`src/design/cic_pkg.sv`:
```
// Shared types, codes and priority helpers for the cascaded interrupt controller.
// Used by cic_chip_next, the top level and the testbench.
package cic_pkg;

    // Item kinds
    localparam logic [1:0] K_LINE  = 2'd0;
    localparam logic [1:0] K_WRITE = 2'd1;
    localparam logic [1:0] K_READ  = 2'd2;
    localparam logic [1:0] K_ACK   = 2'd3;

    // Initialization sequence steps
    localparam logic [1:0] STEP_READY = 2'd0;
    localparam logic [1:0] STEP_ICW2  = 2'd1;
    localparam logic [1:0] STEP_ICW3  = 2'd2;
    localparam logic [1:0] STEP_ICW4  = 2'd3;

    // OCW2 command codes (bits 7..5)
    localparam logic [2:0] OCW2_ROT_AEOI_CLR = 3'd0;
    localparam logic [2:0] OCW2_NS_EOI       = 3'd1;
    localparam logic [2:0] OCW2_NOP          = 3'd2;
    localparam logic [2:0] OCW2_SP_EOI       = 3'd3;
    localparam logic [2:0] OCW2_ROT_AEOI_SET = 3'd4;
    localparam logic [2:0] OCW2_ROT_NS_EOI   = 3'd5;
    localparam logic [2:0] OCW2_SET_PRIO     = 3'd6;
    localparam logic [2:0] OCW2_ROT_SP_EOI   = 3'd7;

    // Mode flag bit positions
    localparam int unsigned F_RSEL = 0;
    localparam int unsigned F_SMM  = 1;
    localparam int unsigned F_AEOI = 2;
    localparam int unsigned F_ROT  = 3;
    localparam int unsigned F_ICW4 = 4;

    // Command byte bits
    localparam int unsigned CMD_ICW1 = 4;
    localparam int unsigned CMD_OCW3 = 3;

    localparam logic [7:0] ICW1_UNSUP_MASK = 8'h0a;
    localparam logic [7:0] BASE_MASK       = 8'hf8;
    localparam logic [7:0] ELCR_M_MASK     = 8'hf8;
    localparam logic [7:0] ELCR_S_MASK     = 8'hde;
    localparam logic [2:0] CASCADE_LINE    = 3'd2;
    localparam logic [2:0] SPURIOUS_LINE   = 3'd7;

    // Config register indexes
    localparam logic CFG_ELCR_M = 1'b0;
    localparam logic CFG_ELCR_S = 1'b1;

    // Per-chip state
    typedef struct packed {
        logic [7:0] irr;
        logic [7:0] llb;
        logic [7:0] imr;
        logic [7:0] isr;
        logic [2:0] prio;
        logic [7:0] base;
        logic [1:0] step;
        logic [4:0] flags;
    } t_chip;

    // Per-chip operation for one request
    typedef struct packed {
        logic       do_line;
        logic       do_cmd;
        logic       do_data;
        logic       do_take;
        logic [2:0] line;
        logic       level;
        logic [7:0] data;
    } t_chip_op;

    typedef struct packed {
        logic       valid;
        logic [2:0] line;
    } t_pass;

    // Rank of the highest-priority set bit; 8 when none is set
    function automatic logic [3:0] f_rank(logic [7:0] bits, logic [2:0] off);
        logic [15:0] dbl;
        logic [7:0]  rot;
        logic [3:0]  r;
        dbl = {bits, bits} >> off;
        rot = dbl[7:0];
        r   = 4'd8;
        for (int p = 7; p >= 0; p--) begin
            if (rot[p]) r = 4'(p);
        end
        return r;
    endfunction

    // Request that outranks every in-service line, if any
    function automatic t_pass f_pass(t_chip c);
        logic [3:0] pr;
        logic [3:0] ps;
        t_pass      r;
        pr      = f_rank(c.irr & ~c.imr, c.prio);
        ps      = f_rank(c.isr, c.prio);
        r.valid = !pr[3] && (pr < ps);
        r.line  = 3'(pr[2:0] + c.prio);
        return r;
    endfunction

    // New level on one line, edge or level triggered
    function automatic t_chip f_drive(t_chip c, logic [7:0] trig, logic [2:0] n, logic lvl);
        t_chip      r;
        logic [7:0] b;
        r = c;
        b = 8'b1 << n;
        if (|(trig & b)) begin
            if (lvl) begin
                r.irr = c.irr | b;
                r.llb = c.llb | b;
            end else begin
                r.irr = c.irr & ~b;
                r.llb = c.llb & ~b;
            end
        end else if (lvl) begin
            if (!(|(c.llb & b))) r.irr = c.irr | b;
            r.llb = c.llb | b;
        end else begin
            r.llb = c.llb & ~b;
        end
        return r;
    endfunction

endpackage

```
`src/design/cic_in_if.sv`:
```
// Request channel of the cascaded interrupt controller: valid/ready and item fields.
// Depends on nothing.
interface cic_in_if;
    logic       valid;
    logic       ready;
    logic [1:0] kind;
    logic       chip_select;
    logic       port;
    logic [3:0] irq_line;
    logic       level;
    logic [7:0] write_data;

    modport source (
        output valid, kind, chip_select, port, irq_line, level, write_data,
        input  ready
    );
    modport sink (
        input  valid, kind, chip_select, port, irq_line, level, write_data,
        output ready
    );
endinterface

```
`src/design/cic_out_if.sv`:
```
// Response channel of the cascaded interrupt controller: valid/ready and result fields.
// Depends on nothing.
interface cic_out_if;
    logic       valid;
    logic       ready;
    logic [7:0] read_data;
    logic [7:0] vector;
    logic       cpu_irq;
    logic       unsupported;

    modport source (
        output valid, read_data, vector, cpu_irq, unsupported,
        input  ready
    );
    modport sink (
        input  valid, read_data, vector, cpu_irq, unsupported,
        output ready
    );
endinterface

```
`src/design/cascaded_interrupt_controller.sv`:
```
// Top level of the cascaded interrupt controller (master and slave 8259A pair).
// Depends on cic_pkg, cic_in_if, cic_out_if and cic_chip_next.
//
// Usage:
//   i_req carries one request per valid/ready handshake: a line level change,
//   a register write, a register read or an interrupt acknowledge. o_rsp returns
//   exactly one response per request, in order, with read data, the vector, the
//   processor interrupt line after the request and the unsupported-ICW1 flag.
//   The level-trigger registers are written through i_cfg_we/i_cfg_idx/
//   i_cfg_data while no request is in flight; they take effect at once.
// Pipeline:
//   A request is held in an input register; when it moves on, the chip updates
//   and the cascade/CPU line evaluation run in one pass of priority encoders
//   into the response register, which drives o_rsp.valid. One request is
//   accepted every cycle while o_rsp is not held off.
// Reset:
//   Synchronous active-low reset clears both chips, the CPU line, the level
//   trigger registers and both channel stages.
// Stall:
//   When o_rsp is held off, the response register keeps its value, the input
//   register fills once, and i_req.ready then drops until the response drains.
module cascaded_interrupt_controller (
    input  logic       i_clk,
    input  logic       i_rst_n,
    input  logic       i_cfg_we,
    input  logic       i_cfg_idx,
    input  logic [7:0] i_cfg_data,
    cic_in_if.sink     i_req,
    cic_out_if.source  o_rsp
);

    // Input register
    logic       r_in_valid;
    logic [1:0] r_kind;
    logic       r_cs;
    logic       r_port;
    logic [3:0] r_line;
    logic       r_level;
    logic [7:0] r_wdata;

    // Response register
    logic       r_out_valid;
    logic [7:0] r_rdata;
    logic [7:0] r_vector;
    logic       r_cpu_irq;
    logic       r_unsup;

    // Controller state
    cic_pkg::t_chip r_mst;
    cic_pkg::t_chip r_slv;
    logic           r_cpu_line;
    logic [7:0]     r_elcr_m;
    logic [7:0]     r_elcr_s;

    logic             accept;
    logic             advance;
    cic_pkg::t_pass   m_pass;
    cic_pkg::t_pass   s_pass;
    cic_pkg::t_chip_op op_m;
    cic_pkg::t_chip_op op_s;
    cic_pkg::t_chip   mst_upd;
    cic_pkg::t_chip   slv_upd;
    logic             unsup_m;
    logic             unsup_s;
    cic_pkg::t_pass   s_pass_upd;
    cic_pkg::t_chip   mst_pulse;
    cic_pkg::t_pass   m_pass_upd;
    cic_pkg::t_chip   n_mst;
    cic_pkg::t_chip   n_slv;
    logic             n_cpu_line;
    logic [7:0]       n_rdata;
    logic [7:0]       n_vector;
    cic_pkg::t_chip   sel_chip;

    // Handshake: input register drains into the response register
    assign advance     = r_in_valid && (!r_out_valid || o_rsp.ready);
    assign i_req.ready = !r_in_valid || advance;
    assign accept      = i_req.valid && i_req.ready;

    always_ff @(posedge i_clk) begin
        if (!i_rst_n) begin
            r_in_valid <= 1'b0;
        end else if (accept) begin
            r_in_valid <= 1'b1;
        end else if (advance) begin
            r_in_valid <= 1'b0;
        end
    end

    always_ff @(posedge i_clk) begin
        if (accept) begin
            r_kind  <= i_req.kind;
            r_cs    <= i_req.chip_select;
            r_port  <= i_req.port;
            r_line  <= i_req.irq_line;
            r_level <= i_req.level;
            r_wdata <= i_req.write_data;
        end
    end

    // Level-trigger configuration
    always_ff @(posedge i_clk) begin
        if (!i_rst_n) begin
            r_elcr_m <= '0;
            r_elcr_s <= '0;
        end else if (i_cfg_we) begin
            unique case (i_cfg_idx)
                cic_pkg::CFG_ELCR_M: r_elcr_m <= i_cfg_data & cic_pkg::ELCR_M_MASK;
                cic_pkg::CFG_ELCR_S: r_elcr_s <= i_cfg_data & cic_pkg::ELCR_S_MASK;
                default: ;
            endcase
        end
    end

    // Passable requests before the request is applied (acknowledge path)
    assign m_pass = cic_pkg::f_pass(r_mst);
    assign s_pass = cic_pkg::f_pass(r_slv);

    // Per-chip operation decode
    always_comb begin
        op_m         = '0;
        op_s         = '0;
        op_m.level   = r_level;
        op_s.level   = r_level;
        op_m.data    = r_wdata;
        op_s.data    = r_wdata;
        op_m.do_line = (r_kind == cic_pkg::K_LINE) && !r_line[3];
        op_s.do_line = (r_kind == cic_pkg::K_LINE) && r_line[3];
        op_m.do_cmd  = (r_kind == cic_pkg::K_WRITE) && !r_port && !r_cs;
        op_s.do_cmd  = (r_kind == cic_pkg::K_WRITE) && !r_port && r_cs;
        op_m.do_data = (r_kind == cic_pkg::K_WRITE) && r_port && !r_cs;
        op_s.do_data = (r_kind == cic_pkg::K_WRITE) && r_port && r_cs;
        op_m.do_take = (r_kind == cic_pkg::K_ACK) && m_pass.valid;
        op_s.do_take = (r_kind == cic_pkg::K_ACK) && m_pass.valid
                       && (m_pass.line == cic_pkg::CASCADE_LINE) && s_pass.valid;
        op_m.line    = op_m.do_take ? m_pass.line : r_line[2:0];
        op_s.line    = op_s.do_take ? s_pass.line : r_line[2:0];
    end

    cic_chip_next u_mst_next (
        .i_cur         (r_mst),
        .i_trig        (r_elcr_m),
        .i_op          (op_m),
        .o_next        (mst_upd),
        .o_unsupported (unsup_m)
    );

    cic_chip_next u_slv_next (
        .i_cur         (r_slv),
        .i_trig        (r_elcr_s),
        .i_op          (op_s),
        .o_next        (slv_upd),
        .o_unsupported (unsup_s)
    );

    // Cascade pulse on master line 2, then the CPU line
    assign s_pass_upd = cic_pkg::f_pass(slv_upd);
    assign mst_pulse  = s_pass_upd.valid
        ? cic_pkg::f_drive(cic_pkg::f_drive(mst_upd, r_elcr_m, cic_pkg::CASCADE_LINE, 1'b1),
                           r_elcr_m, cic_pkg::CASCADE_LINE, 1'b0)
        : mst_upd;
    assign m_pass_upd = cic_pkg::f_pass(mst_pulse);

    // Reads leave the state untouched
    always_comb begin
        if (r_kind == cic_pkg::K_READ) begin
            n_mst      = r_mst;
            n_slv      = r_slv;
            n_cpu_line = r_cpu_line;
        end else begin
            n_mst      = mst_pulse;
            n_slv      = slv_upd;
            n_cpu_line = m_pass_upd.valid;
        end
    end

    // Read data
    assign sel_chip = r_cs ? r_slv : r_mst;
    always_comb begin
        n_rdata = '0;
        if (r_kind == cic_pkg::K_READ) begin
            if (r_port) n_rdata = sel_chip.imr;
            else if (sel_chip.flags[cic_pkg::F_RSEL]) n_rdata = sel_chip.isr;
            else n_rdata = sel_chip.irr;
        end
    end

    // Acknowledge vector; spurious gives base plus 7
    always_comb begin
        n_vector = '0;
        if (r_kind == cic_pkg::K_ACK) begin
            if (!m_pass.valid) begin
                n_vector = r_mst.base + {5'd0, cic_pkg::SPURIOUS_LINE};
            end else if (m_pass.line == cic_pkg::CASCADE_LINE) begin
                n_vector = r_slv.base + {5'd0, s_pass.valid ? s_pass.line
                                                            : cic_pkg::SPURIOUS_LINE};
            end else begin
                n_vector = r_mst.base + {5'd0, m_pass.line};
            end
        end
    end

    // State commit
    always_ff @(posedge i_clk) begin
        if (!i_rst_n) begin
            r_mst      <= '0;
            r_slv      <= '0;
            r_cpu_line <= 1'b0;
        end else if (advance) begin
            r_mst      <= n_mst;
            r_slv      <= n_slv;
            r_cpu_line <= n_cpu_line;
        end
    end

    // Response register
    always_ff @(posedge i_clk) begin
        if (!i_rst_n) begin
            r_out_valid <= 1'b0;
        end else if (advance) begin
            r_out_valid <= 1'b1;
        end else if (o_rsp.ready) begin
            r_out_valid <= 1'b0;
        end
    end

    always_ff @(posedge i_clk) begin
        if (advance) begin
            r_rdata   <= n_rdata;
            r_vector  <= n_vector;
            r_cpu_irq <= n_cpu_line;
            r_unsup   <= unsup_m | unsup_s;
        end
    end

    assign o_rsp.valid       = r_out_valid;
    assign o_rsp.read_data   = r_rdata;
    assign o_rsp.vector      = r_vector;
    assign o_rsp.cpu_irq     = r_cpu_irq;
    assign o_rsp.unsupported = r_unsup;

    // The response on offer always reports the current CPU line
    a_cpu_line_match: assert property (@(posedge i_clk) disable iff (!i_rst_n)
        r_out_valid |-> (r_cpu_irq == r_cpu_line))
        else $error("response cpu_irq differs from the CPU line state");

    // In-service bits are set only by an acknowledge
    a_isr_only_on_ack: assert property (@(posedge i_clk) disable iff (!i_rst_n)
        $past(i_rst_n) && $past(advance) && ($past(r_kind) != cic_pkg::K_ACK)
        |-> ((r_mst.isr & ~$past(r_mst.isr)) == 8'h00)
         && ((r_slv.isr & ~$past(r_slv.isr)) == 8'h00))
        else $error("in-service bit set without an acknowledge");

    // A held request is never overwritten while the response side stalls
    a_no_overrun: assert property (@(posedge i_clk) disable iff (!i_rst_n)
        r_in_valid && r_out_valid && !o_rsp.ready |-> !i_req.ready)
        else $error("request accepted into a full stage");

    // State changes only when a request moves on
    a_state_hold: assert property (@(posedge i_clk) disable iff (!i_rst_n)
        $past(i_rst_n) && !$past(advance)
        |-> (r_mst == $past(r_mst)) && (r_slv == $past(r_slv)))
        else $error("chip state changed without a request");

endmodule

```
`src/design/cic_chip_next.sv`:
```
// Next state of one 8259A-style chip for a line change, register write or acknowledge.
// Depends on cic_pkg.
module cic_chip_next (
    input  cic_pkg::t_chip    i_cur,
    input  logic [7:0]        i_trig,
    input  cic_pkg::t_chip_op i_op,
    output cic_pkg::t_chip    o_next,
    output logic              o_unsupported
);

    cic_pkg::t_chip n_chip;
    logic [3:0]     svc_rank;
    logic [2:0]     eoi_line;
    logic [7:0]     v;
    logic [7:0]     tk_bit;

    assign v        = i_op.data;
    assign svc_rank = cic_pkg::f_rank(i_cur.isr, i_cur.prio);
    assign eoi_line = 3'(svc_rank[2:0] + i_cur.prio);
    assign tk_bit   = 8'b1 << i_op.line;

    always_comb begin
        n_chip        = i_cur;
        o_unsupported = 1'b0;

        // Line level change
        if (i_op.do_line) begin
            n_chip = cic_pkg::f_drive(i_cur, i_trig, i_op.line, i_op.level);
        end

        // Acknowledge taken on this chip
        if (i_op.do_take) begin
            if (i_cur.flags[cic_pkg::F_AEOI]) begin
                if (i_cur.flags[cic_pkg::F_ROT]) n_chip.prio = 3'(i_op.line + 3'd1);
            end else begin
                n_chip.isr = i_cur.isr | tk_bit;
            end
            if (!(|(i_trig & tk_bit))) n_chip.irr = i_cur.irr & ~tk_bit;
        end

        // Command port: ICW1, OCW3 or OCW2
        if (i_op.do_cmd) begin
            if (v[cic_pkg::CMD_ICW1]) begin
                n_chip        = '0;
                n_chip.step   = cic_pkg::STEP_ICW2;
                n_chip.flags[cic_pkg::F_ICW4] = v[0];
                o_unsupported = |(v & cic_pkg::ICW1_UNSUP_MASK);
            end else if (v[cic_pkg::CMD_OCW3]) begin
                if (v[1]) n_chip.flags[cic_pkg::F_RSEL] = v[0];
                if (v[6]) n_chip.flags[cic_pkg::F_SMM]  = v[5];
            end else begin
                unique case (v[7:5]) inside
                    cic_pkg::OCW2_ROT_AEOI_CLR: n_chip.flags[cic_pkg::F_ROT] = 1'b0;
                    cic_pkg::OCW2_ROT_AEOI_SET: n_chip.flags[cic_pkg::F_ROT] = 1'b1;
                    cic_pkg::OCW2_NS_EOI, cic_pkg::OCW2_ROT_NS_EOI: begin
                        if (!svc_rank[3]) begin
                            n_chip.isr = i_cur.isr & ~(8'b1 << eoi_line);
                            if (v[7]) n_chip.prio = 3'(eoi_line + 3'd1);
                        end
                    end
                    cic_pkg::OCW2_SP_EOI: n_chip.isr = i_cur.isr & ~(8'b1 << v[2:0]);
                    cic_pkg::OCW2_SET_PRIO: n_chip.prio = 3'(v[2:0] + 3'd1);
                    cic_pkg::OCW2_ROT_SP_EOI: begin
                        n_chip.isr  = i_cur.isr & ~(8'b1 << v[2:0]);
                        n_chip.prio = 3'(v[2:0] + 3'd1);
                    end
                    default: ; // no-op code
                endcase
            end
        end

        // Data port: mask or init sequence
        if (i_op.do_data) begin
            unique case (i_cur.step)
                cic_pkg::STEP_READY: n_chip.imr = v;
                cic_pkg::STEP_ICW2: begin
                    n_chip.base = v & cic_pkg::BASE_MASK;
                    n_chip.step = cic_pkg::STEP_ICW3;
                end
                cic_pkg::STEP_ICW3: begin
                    n_chip.step = i_cur.flags[cic_pkg::F_ICW4] ? cic_pkg::STEP_ICW4
                                                               : cic_pkg::STEP_READY;
                end
                cic_pkg::STEP_ICW4: begin
                    n_chip.flags[cic_pkg::F_AEOI] = v[1];
                    n_chip.step = cic_pkg::STEP_READY;
                end
                default: ;
            endcase
        end
    end

    assign o_next = n_chip;

endmodule

```
`src/flat_wrapper.sv`:
```
// flat-port wrapper written by rule: the top's interface ports become plain ports
module cascaded_interrupt_controller_flat 
  (i_clk, i_rst_n, i_cfg_we, i_cfg_idx, i_cfg_data, i_req_valid, i_req_kind, i_req_chip_select, i_req_port, i_req_irq_line, i_req_level, i_req_write_data, i_req_ready, o_rsp_valid, o_rsp_read_data, o_rsp_vector, o_rsp_cpu_irq, o_rsp_unsupported, o_rsp_ready);
  cic_in_if i_req_i ();
  cic_out_if o_rsp_i ();
  input  logic i_clk;
  input  logic i_rst_n;
  input  logic i_cfg_we;
  input  logic i_cfg_idx;
  input  logic [7:0] i_cfg_data;
  input wire logic [$bits(i_req_i.valid)-1:0] i_req_valid;
  input wire logic [$bits(i_req_i.kind)-1:0] i_req_kind;
  input wire logic [$bits(i_req_i.chip_select)-1:0] i_req_chip_select;
  input wire logic [$bits(i_req_i.port)-1:0] i_req_port;
  input wire logic [$bits(i_req_i.irq_line)-1:0] i_req_irq_line;
  input wire logic [$bits(i_req_i.level)-1:0] i_req_level;
  input wire logic [$bits(i_req_i.write_data)-1:0] i_req_write_data;
  output wire logic [$bits(i_req_i.ready)-1:0] i_req_ready;
  output wire logic [$bits(o_rsp_i.valid)-1:0] o_rsp_valid;
  output wire logic [$bits(o_rsp_i.read_data)-1:0] o_rsp_read_data;
  output wire logic [$bits(o_rsp_i.vector)-1:0] o_rsp_vector;
  output wire logic [$bits(o_rsp_i.cpu_irq)-1:0] o_rsp_cpu_irq;
  output wire logic [$bits(o_rsp_i.unsupported)-1:0] o_rsp_unsupported;
  input wire logic [$bits(o_rsp_i.ready)-1:0] o_rsp_ready;
  assign i_req_i.valid = i_req_valid;
  assign i_req_i.kind = i_req_kind;
  assign i_req_i.chip_select = i_req_chip_select;
  assign i_req_i.port = i_req_port;
  assign i_req_i.irq_line = i_req_irq_line;
  assign i_req_i.level = i_req_level;
  assign i_req_i.write_data = i_req_write_data;
  assign i_req_ready = i_req_i.ready;
  assign o_rsp_valid = o_rsp_i.valid;
  assign o_rsp_read_data = o_rsp_i.read_data;
  assign o_rsp_vector = o_rsp_i.vector;
  assign o_rsp_cpu_irq = o_rsp_i.cpu_irq;
  assign o_rsp_unsupported = o_rsp_i.unsupported;
  assign o_rsp_i.ready = o_rsp_ready;
  cascaded_interrupt_controller u_core (.i_clk(i_clk), .i_rst_n(i_rst_n), .i_cfg_we(i_cfg_we), .i_cfg_idx(i_cfg_idx), .i_cfg_data(i_cfg_data), .i_req(i_req_i), .o_rsp(o_rsp_i));
endmodule
```
`config.mk`:
```
export PLATFORM = sky130hd
export DESIGN_NAME = cascaded_interrupt_controller_flat
export DESIGN_NICKNAME = d
export VERILOG_FILES = /design/src/design/cic_pkg.sv /design/src/design/cic_in_if.sv /design/src/design/cic_out_if.sv /design/src/design/cascaded_interrupt_controller.sv /design/src/design/cic_chip_next.sv /design/src/flat_wrapper.sv
export SDC_FILE = /design/constraint.sdc
export NUM_CORES = 1
export LEC_CHECK = 0
export BUFFER_PORTS_ARGS = -buffer_cell sky130_fd_sc_hd__buf_2
export CAP_MARGIN = 20
export CORE_ASPECT_RATIO = 1.75
export CORE_MARGIN = 2
export CORE_UTILIZATION = 40
export DETAILED_ROUTE_END_ITERATION = 12
export GPL_TIMING_DRIVEN = 0
export PLACE_DENSITY = 0.61
export SLEW_MARGIN = 30
export SYNTH_ARGS = -nofsm -noshare
export SYNTH_HDL_FRONTEND = slang
export SYNTH_SLANG_ARGS = --single-unit
```
`constraint.sdc`:
```
create_clock -name i_clk -period 26 [get_ports i_clk]
set_input_delay 3.9 -clock i_clk [delete_from_list [all_inputs] [get_ports i_clk]]
set_output_delay 3.9 -clock i_clk [all_outputs]
set_load 0.02 [all_outputs]
```
==> flow_summary.yaml, run 1 <==
status:
  status: "completed"
power:
  power_density_nw_per_um2: 37.9
  power.leakage_nw: 5.83
  ir_drop_v: 0.0000505
timing:
  hold_viol: 0
  clock_skew_ns: 0.0127
  period_share_pct: 55.5
  rsz0062_at_grt: "no"
  max_freq_mhz: 69.4
  hold_slack_ns: 0.463
  finalSetupViolCount: 0
  final-max-slew-violation-count: 0
  fin_crit_ns: 14.42
  maxSlewHeadroom_pct: 30.8
  worst_pin_slew_ns: 1.04
  setup_tns_ns: 0
  setup_ws_ns: 11.58
placement:
  dp_cells: 2417
  place.gp.congestion: 1.04
  dp_slack_ns: 12.05
  io_buffers: 46
  dp_hpwl_mm: 54.3
  place_area_sq_um: 15900
logic_synthesis:
  synth-seq-cells: 147
  synth-compound-area-share_pct: 28.0
  ys_top_cells_by_area: "dfxtp_1, edfxtp_1, mux2i_1"
  synth_cell_type_count: 146
  syn_area_sq_um: 15000
  ys_seq_area_share_pct: 21.9
  synth-edff-count: 35
  muxShareOfSynthArea_pct: 10.3
  yosys-top-cells-count: "nand2_1, nor2_1, a21oi_1, dfxtp_1, o21ai_0"
  synthXorXnorAreaFrac_pct: 1.40
  synth_warnings: 0
  syn_avg_cell_area_sq_um: 7.93
  yosys.area_share.simple_pct: 26.6
  synth_top_family_by_area: "compound AO/OA/AOI/OAI gates"
  syn_nets: 1985
  synth.most_common_cell: "nand2_1"
  synth_top_area_cell: "dfxtp_1"
  yosys.area.top_type_share_pct: 14.9
  synthArstFlopShare_pct: 0
  ys.flop_type: "dfxtp_1"
  synthAdderAreaFrac_pct: 5.21
  netlist_instances: 1895
floorplan:
  rows: 93
  die_height_microns: 260
  start_util_pct: 40.7
  core-area_sq_um: 36900
  io_pins: 51
  die-area_sq_um: 39200
  die_w_microns: 150
global_routing:
  grt_overflow: 0
  grt_max_degree: 25
  gr-usage-all-layers_pct: 34.8
  antenna_found_initial: 0
  grt_pass1_wl_mm: 100
  first_global_vias: 16198
routing:
  dr_total_vias: 16336
  route.antenna.remaining_nets: 0
  wirelength_mm: 68.9
  drc: 0
  first_pass_iters: 6
  viasPerCell: 6.67
  routedWlPerCell_microns: 28.1
  drt_iter0_drc: 1578
cts:
  cts_hold_buf: 0
  cts_buffer_depth: 2
  clkSinkCount: 147
  insertion_delay_ns: 0.46
  cts_buffers: 17
  cts_htree_levels: 4
  cts_tree: "done"
  clk_pin_slew_ns: 0.07
  post_cts_buffers: 0
  cts_resized: 0
  cts_root_buffer: "clkbuf_16"
cells_and_area:
  num-fill-cells: 3784
  antenna_cells: 0
  syn2layout_area_growth_pct: 9.59
  finalNonFillerCells: 2450
  final_net_count: 2052
  final_design_area_no_fill_sq_um: 16500
  drive_gt1_share_pct: 14.3
worst_setup_path:
  critPathRequiredTime_ns: 26.35
  slowest_stage: "a22oi_1"
  cp_top_family: "compound AO/OA/AOI/OAI gates"
  worstPathMaxFanout: 10
  endpoint_kind: "flop"
  crit_type: "flop to flop"
  rr_worst_depth: 50
  critPathLaunch: "u_core.r_mst[15]$_SDFFE_PN0P_"
  r2r-end: "u_core.r_cpu_line$_SDFFE_PN0P_"
  rrSetupSlack_ns: 11.58
  crit_arrival_ns: 14.77
  path_depth: 50
  startpoint_type: "flop"
  crit_buf_inv: 5
  slowest_delay_ns: 0.83
  crit_end: "u_core.r_cpu_line$_SDFFE_PN0P_"
  r2r-start: "u_core.r_mst[15]$_SDFFE_PN0P_"
hold_path:
  hp-class: "flop to flop"
  min_path_cells: 2
  holdCritStartpoint: "u_core.r_elcr_s[3]$_SDFFE_PN0P_"
job:
  maxCapViolCount: 0
[worst register-to-register path, delay by kind of cell (launching register included)]
kind | cells | cell delay, ns
multiplexers | 1 | 0.48
AO/OA/AOI/OAI | 27 | 6.87
adder cells (fa/ha/maj) | 5 | 1.52
flip-flops | 1 | 0.57
buffers and inverters | 5 | 1.42
AND/OR/NAND/NOR | 12 | 3.48
[state kept, by name, summed over array words and instances (netlist names)]
name	count
u_core.r_mst	49
u_core.r_slv	49
u_core.o_rsp.read_data	8
u_core.o_rsp.vector	8
u_core.r_wdata	8
u_core.r_elcr_s	6
u_core.r_elcr_m	5
u_core.r_line	4
u_core.r_kind	2
u_core.o_rsp.cpu_irq	1
u_core.o_rsp.unsupported	1
u_core.o_rsp.valid	1
u_core.r_cpu_line	1
u_core.r_cs	1
u_core.r_in_valid	1
u_core.r_level	1
u_core.r_port	1
[power breakdown]
part           total [W]  internal [W]  switching (W)
logic           0.000135     0.0000424      0.0000929
registers       0.000245      0.000240     0.00000563
clock network   0.000244      0.000133       0.000111
total           0.000624      0.000415       0.000209
[worst min path at each step]
stage / endpoint / slack (ns)
detailed placement: u_core.r_slv[4]$_SDFFE_PN0P_ / 0.45
CTS: u_core.r_elcr_s[3]$_SDFFE_PN0P_ / 0.46
global placement: u_core.r_slv[4]$_SDFFE_PN0P_ / 0.44
floorplan: u_core.r_slv[4]$_SDFFE_PN0P_ / 0.43
finish: u_core.r_elcr_s[3]$_SDFFE_PN0P_ / 0.46
global route: u_core.r_elcr_s[3]$_SDFFE_PN0P_ / 0.48
[through the flow]
step / utilization, % / power, W
6_report: 44.6 / 0.000624
3_5_place_dp: 43.0 / 0.000380
3_3_place_gp: 43.0 / 0.000379
5_1_grt: 44.6 / 0.000640
2_1_floorplan: - / 0.000332
4_1_cts: 44.6 / 0.000621
[layer usage]
layer	track usage, %	vias to the layer above	wire [microns]
met5	0	-	0
met4	34.1	0	7820
met3	5.82	384	4210
met2	60.1	904	33900
met1	34.3	7774	22900
li1	-	7274	-
[layout make-up]
type	instances	area [sq um]	share of cell area, %
Timing Repair Buffer	48	246	1.50
Buffer	135	776	4.71
Clock inverter	10	71.3	0.433
Inverter	52	198	1.20
Sequential cell	147	3290	20.0
Clock buffer	22	485	2.95
Tap cell	475	594	3.61
Multi-Input combinational cell	1561	10800	65.6
[cells in the final DEF (no fill, tap or decap), drive strengths merged, types with 21 or more instances in the layout]
| cell | instances |
|---|---|
| edfxtp | 35 |
| dfxtp | 112 |
| a31oi | 33 |
| mux4 | 21 |
| mux2i | 84 |
| a22oi | 28 |
| ha | 53 |
| and2 | 29 |
| nand3 | 63 |
| nand2 | 205 |
| buf | 89 |
| a21oi | 168 |
| clkbuf | 115 |
| nor3 | 43 |
| a211oi | 52 |
| o21ai | 107 |
| nor2b | 28 |
| inv | 51 |
| and3 | 24 |
| nor2 | 201 |
[cells by family after synthesis]
group                      after synthesis
buffers and inverters                  187
xor gates and xnor gates                24
and+or+nand+nor                        761
DFF                                    147
muxes                                  125
adders and majority gates               59
AOI/OAI and AO/OA                      592
Note: power is estimated with default switching activity, not from simulation.
==> inputs of run 2 (changes only) <==
--- a/config.mk
+++ b/config.mk
@@ -5,6 +5,7 @@
 export SDC_FILE = /design/constraint.sdc
 export NUM_CORES = 1
 export LEC_CHECK = 0
+export ABC_AREA = 1
 export BUFFER_PORTS_ARGS = -buffer_cell sky130_fd_sc_hd__buf_2
 export CAP_MARGIN = 20
 export CORE_ASPECT_RATIO = 1.75
@@ -12,7 +13,7 @@
 export CORE_UTILIZATION = 40
 export DETAILED_ROUTE_END_ITERATION = 12
 export GPL_TIMING_DRIVEN = 0
-export PLACE_DENSITY = 0.61
+export PLACE_DENSITY = 0.62
 export SLEW_MARGIN = 30
 export SYNTH_ARGS = -nofsm -noshare
 export SYNTH_HDL_FRONTEND = slang
==> constraint.sdc (replaced) <==
create_clock -name i_clk -period 14 [get_ports i_clk]
set_input_delay 2.1 -clock i_clk [delete_from_list [all_inputs] [get_ports i_clk]]
set_output_delay 2.1 -clock i_clk [all_outputs]
set_load 0.02 [all_outputs]
==> flow_summary.yaml, run 2 <==
floorplan:
  io_pins: 51
  rows: 87
  core-area_sq_um: 32200
  die-area_sq_um: 34300
  start_util_pct: 40.7
  die_height_microns: 244
  die_w_microns: 141
logic_synthesis:
  netlist_instances: 2116
  synth_top_area_cell: "dfxtp_1"
  synthAdderAreaFrac_pct: 5.97
  ys.flop_type: "dfxtp_1"
  yosys.area.top_type_share_pct: 17.1
  yosys-top-cells-count: "nand2_1, nand3_1, inv_1, o21ai_0, a21oi_1"
  synth_cell_type_count: 61
  synth_warnings: 0
  yosys.area_share.simple_pct: 34.3
  ys_seq_area_share_pct: 25.1
  synth.most_common_cell: "nand2_1"
  synth-compound-area-share_pct: 22.3
  synthXorXnorAreaFrac_pct: 1.27
  synth_top_family_by_area: "simple AND/OR/NAND/NOR gates"
  synth-edff-count: 35
  syn_area_sq_um: 13100
  syn_avg_cell_area_sq_um: 6.20
  synthArstFlopShare_pct: 0
  muxShareOfSynthArea_pct: 0.305
  ys_top_cells_by_area: "dfxtp_1, nand2_1, nand3_1"
  syn_nets: 2206
  synth-seq-cells: 147
cells_and_area:
  antenna_cells: 0
  final_cell_mix: "nand2_1, nand3_1, inv_1"
  layout_commonest_cell: "nand2_1"
  final_net_count: 2274
  top_regs: "u_core.r_mst: 49 flops, u_core.r_slv: 49 flops"
  num-fill-cells: 3499
  drive_gt1_share_pct: 9.06
  multi_input_area_sq_um: 8410
  syn2layout_area_growth_pct: 10.2
  seqCellArea_sq_um: 3290
  finalNonFillerCells: 2597
cts:
  post_cts_buffers: 0
  cts_root_buffer: "clkbuf_16"
  cts_tree: "done"
  cts_hold_buf: 0
  clk_pin_slew_ns: 0.07
  cts_htree_levels: 4
  insertion_delay_ns: 0.46
  cts_buffers: 17
  clkSinkCount: 147
  cts_buffer_depth: 2
  cts_resized: 0
power:
  p_sw_share_pct: 43.7
  power.leakage_nw: 6.47
  clkPwrFrac_pct: 28.1
  power_density_nw_per_um2: 117
  ir_drop_v: 0.0000941
  power_frac_comb_pct: 43.1
  pwr-share-seq_pct: 28.8
  p_int_w: 0.000950
  p_sw_w: 0.000739
timing:
  hold_viol: 0
  finalSetupViolCount: 0
  final-max-slew-violation-count: 0
  clock_skew_ns: 0.00990
  setup_ws_ns: 4.26
  worst_pin_slew_ns: 1.03
  maxSlewHeadroom_pct: 31.1
  period_share_pct: 69.6
  rsz0062_at_grt: "no"
  setup_tns_ns: 0
  fin_crit_ns: 9.74
  max_freq_mhz: 103
placement:
  dp_slack_ns: 4.32
  place.gp.congestion: 1.02
  io_buffers: 49
  dp_hpwl_mm: 46.7
  dp_cells: 2565
worst_setup_path:
  cp_top_family: "simple AND/OR/NAND/NOR gates"
  r2r-start: "u_core.r_slv[16]$_SDFFE_PN0P_"
  crit_end: "u_core.r_cpu_line$_SDFFE_PN0P_"
  crit_type: "flop to flop"
  worstPathMaxFanout: 10
  critPathLaunch: "u_core.r_slv[16]$_SDFFE_PN0P_"
  rrSetupSlack_ns: 4.26
  endpoint_kind: "flop"
  startpoint_type: "flop"
  crit_buf_inv: 7
  critPathRequiredTime_ns: 14.39
  rr_worst_depth: 54
  slowest_delay_ns: 0.63
  crit_arrival_ns: 10.13
  r2r-end: "u_core.r_cpu_line$_SDFFE_PN0P_"
  slowest_stage: "nor2_1"
  cp_common_cell: "nand2_1"
  path_depth: 54
status:
  status: "completed"
routing:
  drc: 0
  drt_iter0_drc: 1080
  route.antenna.remaining_nets: 0
  viasPerCell: 5.77
  first_pass_iters: 6
  dr_total_vias: 14980
  routedWlPerCell_microns: 22.1
  wirelength_mm: 57.5
hold_path:
  hp-class: "flop to flop"
global_routing:
  antenna_found_initial: 0
  grt_max_degree: 22
  first_global_vias: 14492
  grt_pass1_wl_mm: 85.5
  gr-usage-all-layers_pct: 33.4
  grt_overflow: 0
job:
  maxCapViolCount: 0
## run 2: how the worst min path moves through the flow
stage	slack [ns]	endpoint	cells after the start	start
2_1_floorplan	0.42	u_core.r_slv[7]$_SDFFE_PN0P_	2	u_core.r_slv[7]$_SDFFE_PN0P_
3_3_place_gp	0.44	u_core.r_slv[7]$_SDFFE_PN0P_	2	u_core.r_slv[7]$_SDFFE_PN0P_
3_5_place_dp	0.44	u_core.r_slv[7]$_SDFFE_PN0P_	2	u_core.r_slv[7]$_SDFFE_PN0P_
4_1_cts	0.45	u_core.r_slv[7]$_SDFFE_PN0P_	2	u_core.r_slv[7]$_SDFFE_PN0P_
5_1_grt	0.48	u_core.r_slv[9]$_SDFFE_PN0P_	2	u_core.r_slv[9]$_SDFFE_PN0P_
6_report	0.45	u_core.r_slv[7]$_SDFFE_PN0P_	2	u_core.r_slv[7]$_SDFFE_PN0P_
## run 2: stage by stage
step	cell area [sq um]	util (%)	hold slack, ns	total power (W)
after floorplan	13100	-	0.423	0.000979
after global placement	13900	43.0	0.438	0.00120
after detailed placement	13900	43.0	0.438	0.00121
after CTS	14400	44.8	0.449	0.00168
after global routing	14400	44.8	0.478	0.00178
final	14400	44.8	0.450	0.00169
## run 2: power by group through the flow
| stage | Clock, W | Combinational (W) | Sequential (W) |
|---|---|---|---|
| 3_3_place_gp | 0 | 0.000711 | 0.000494 |
| 2_1_floorplan | 0 | 0.000494 | 0.000485 |
| 3_5_place_dp | 0 | 0.000717 | 0.000494 |
| 6_report | 0.000475 | 0.000727 | 0.000486 |
| 4_1_cts | 0.000478 | 0.000720 | 0.000485 |
| 5_1_grt | 0.000493 | 0.000802 | 0.000487 |
## run 2: per-layer routing
metal / up-vias / wire (microns) / part of all wire, % / global-route usage, %
met2: 582 / 27900 / 49 / 58.0
met5: - / 0 / 0 / 0
li1: 7240 / - / - / -
met1: 6889 / 19800 / 34 / 32.9
met3: 269 / 2990 / 5.2 / 4.99
met4: 0 / 6780 / 12 / 33.3
## run 2: worst min-delay path: cells and delay by family (launching register included)
kind          cells  cell delay, ns
flops             1            0.32
simple gates      2            0.09
## run 2: kinds of logic (layout without fill, tap and decap cells)
logic type,Yosys count,in the layout
AND/OR/NAND/NOR,1014,1014
adder cells (fa/ha/maj),59,59
multiplexers,4,4
flip-flops,147,147
buffers and inverters,348,429
AO/OA/AOI/OAI,525,525
XOR/XNOR,19,19
## run 2: final cells by class
cell class                 instances  area share [%]
tap                              400            3.46
clock inverter                    11           0.875
clock buffer                      21            3.19
buffer                            86            2.88
sequential                       147            22.8
timing repair buffer              49            1.70
multi-input combinational       1621            58.2
inverter                         262            6.90
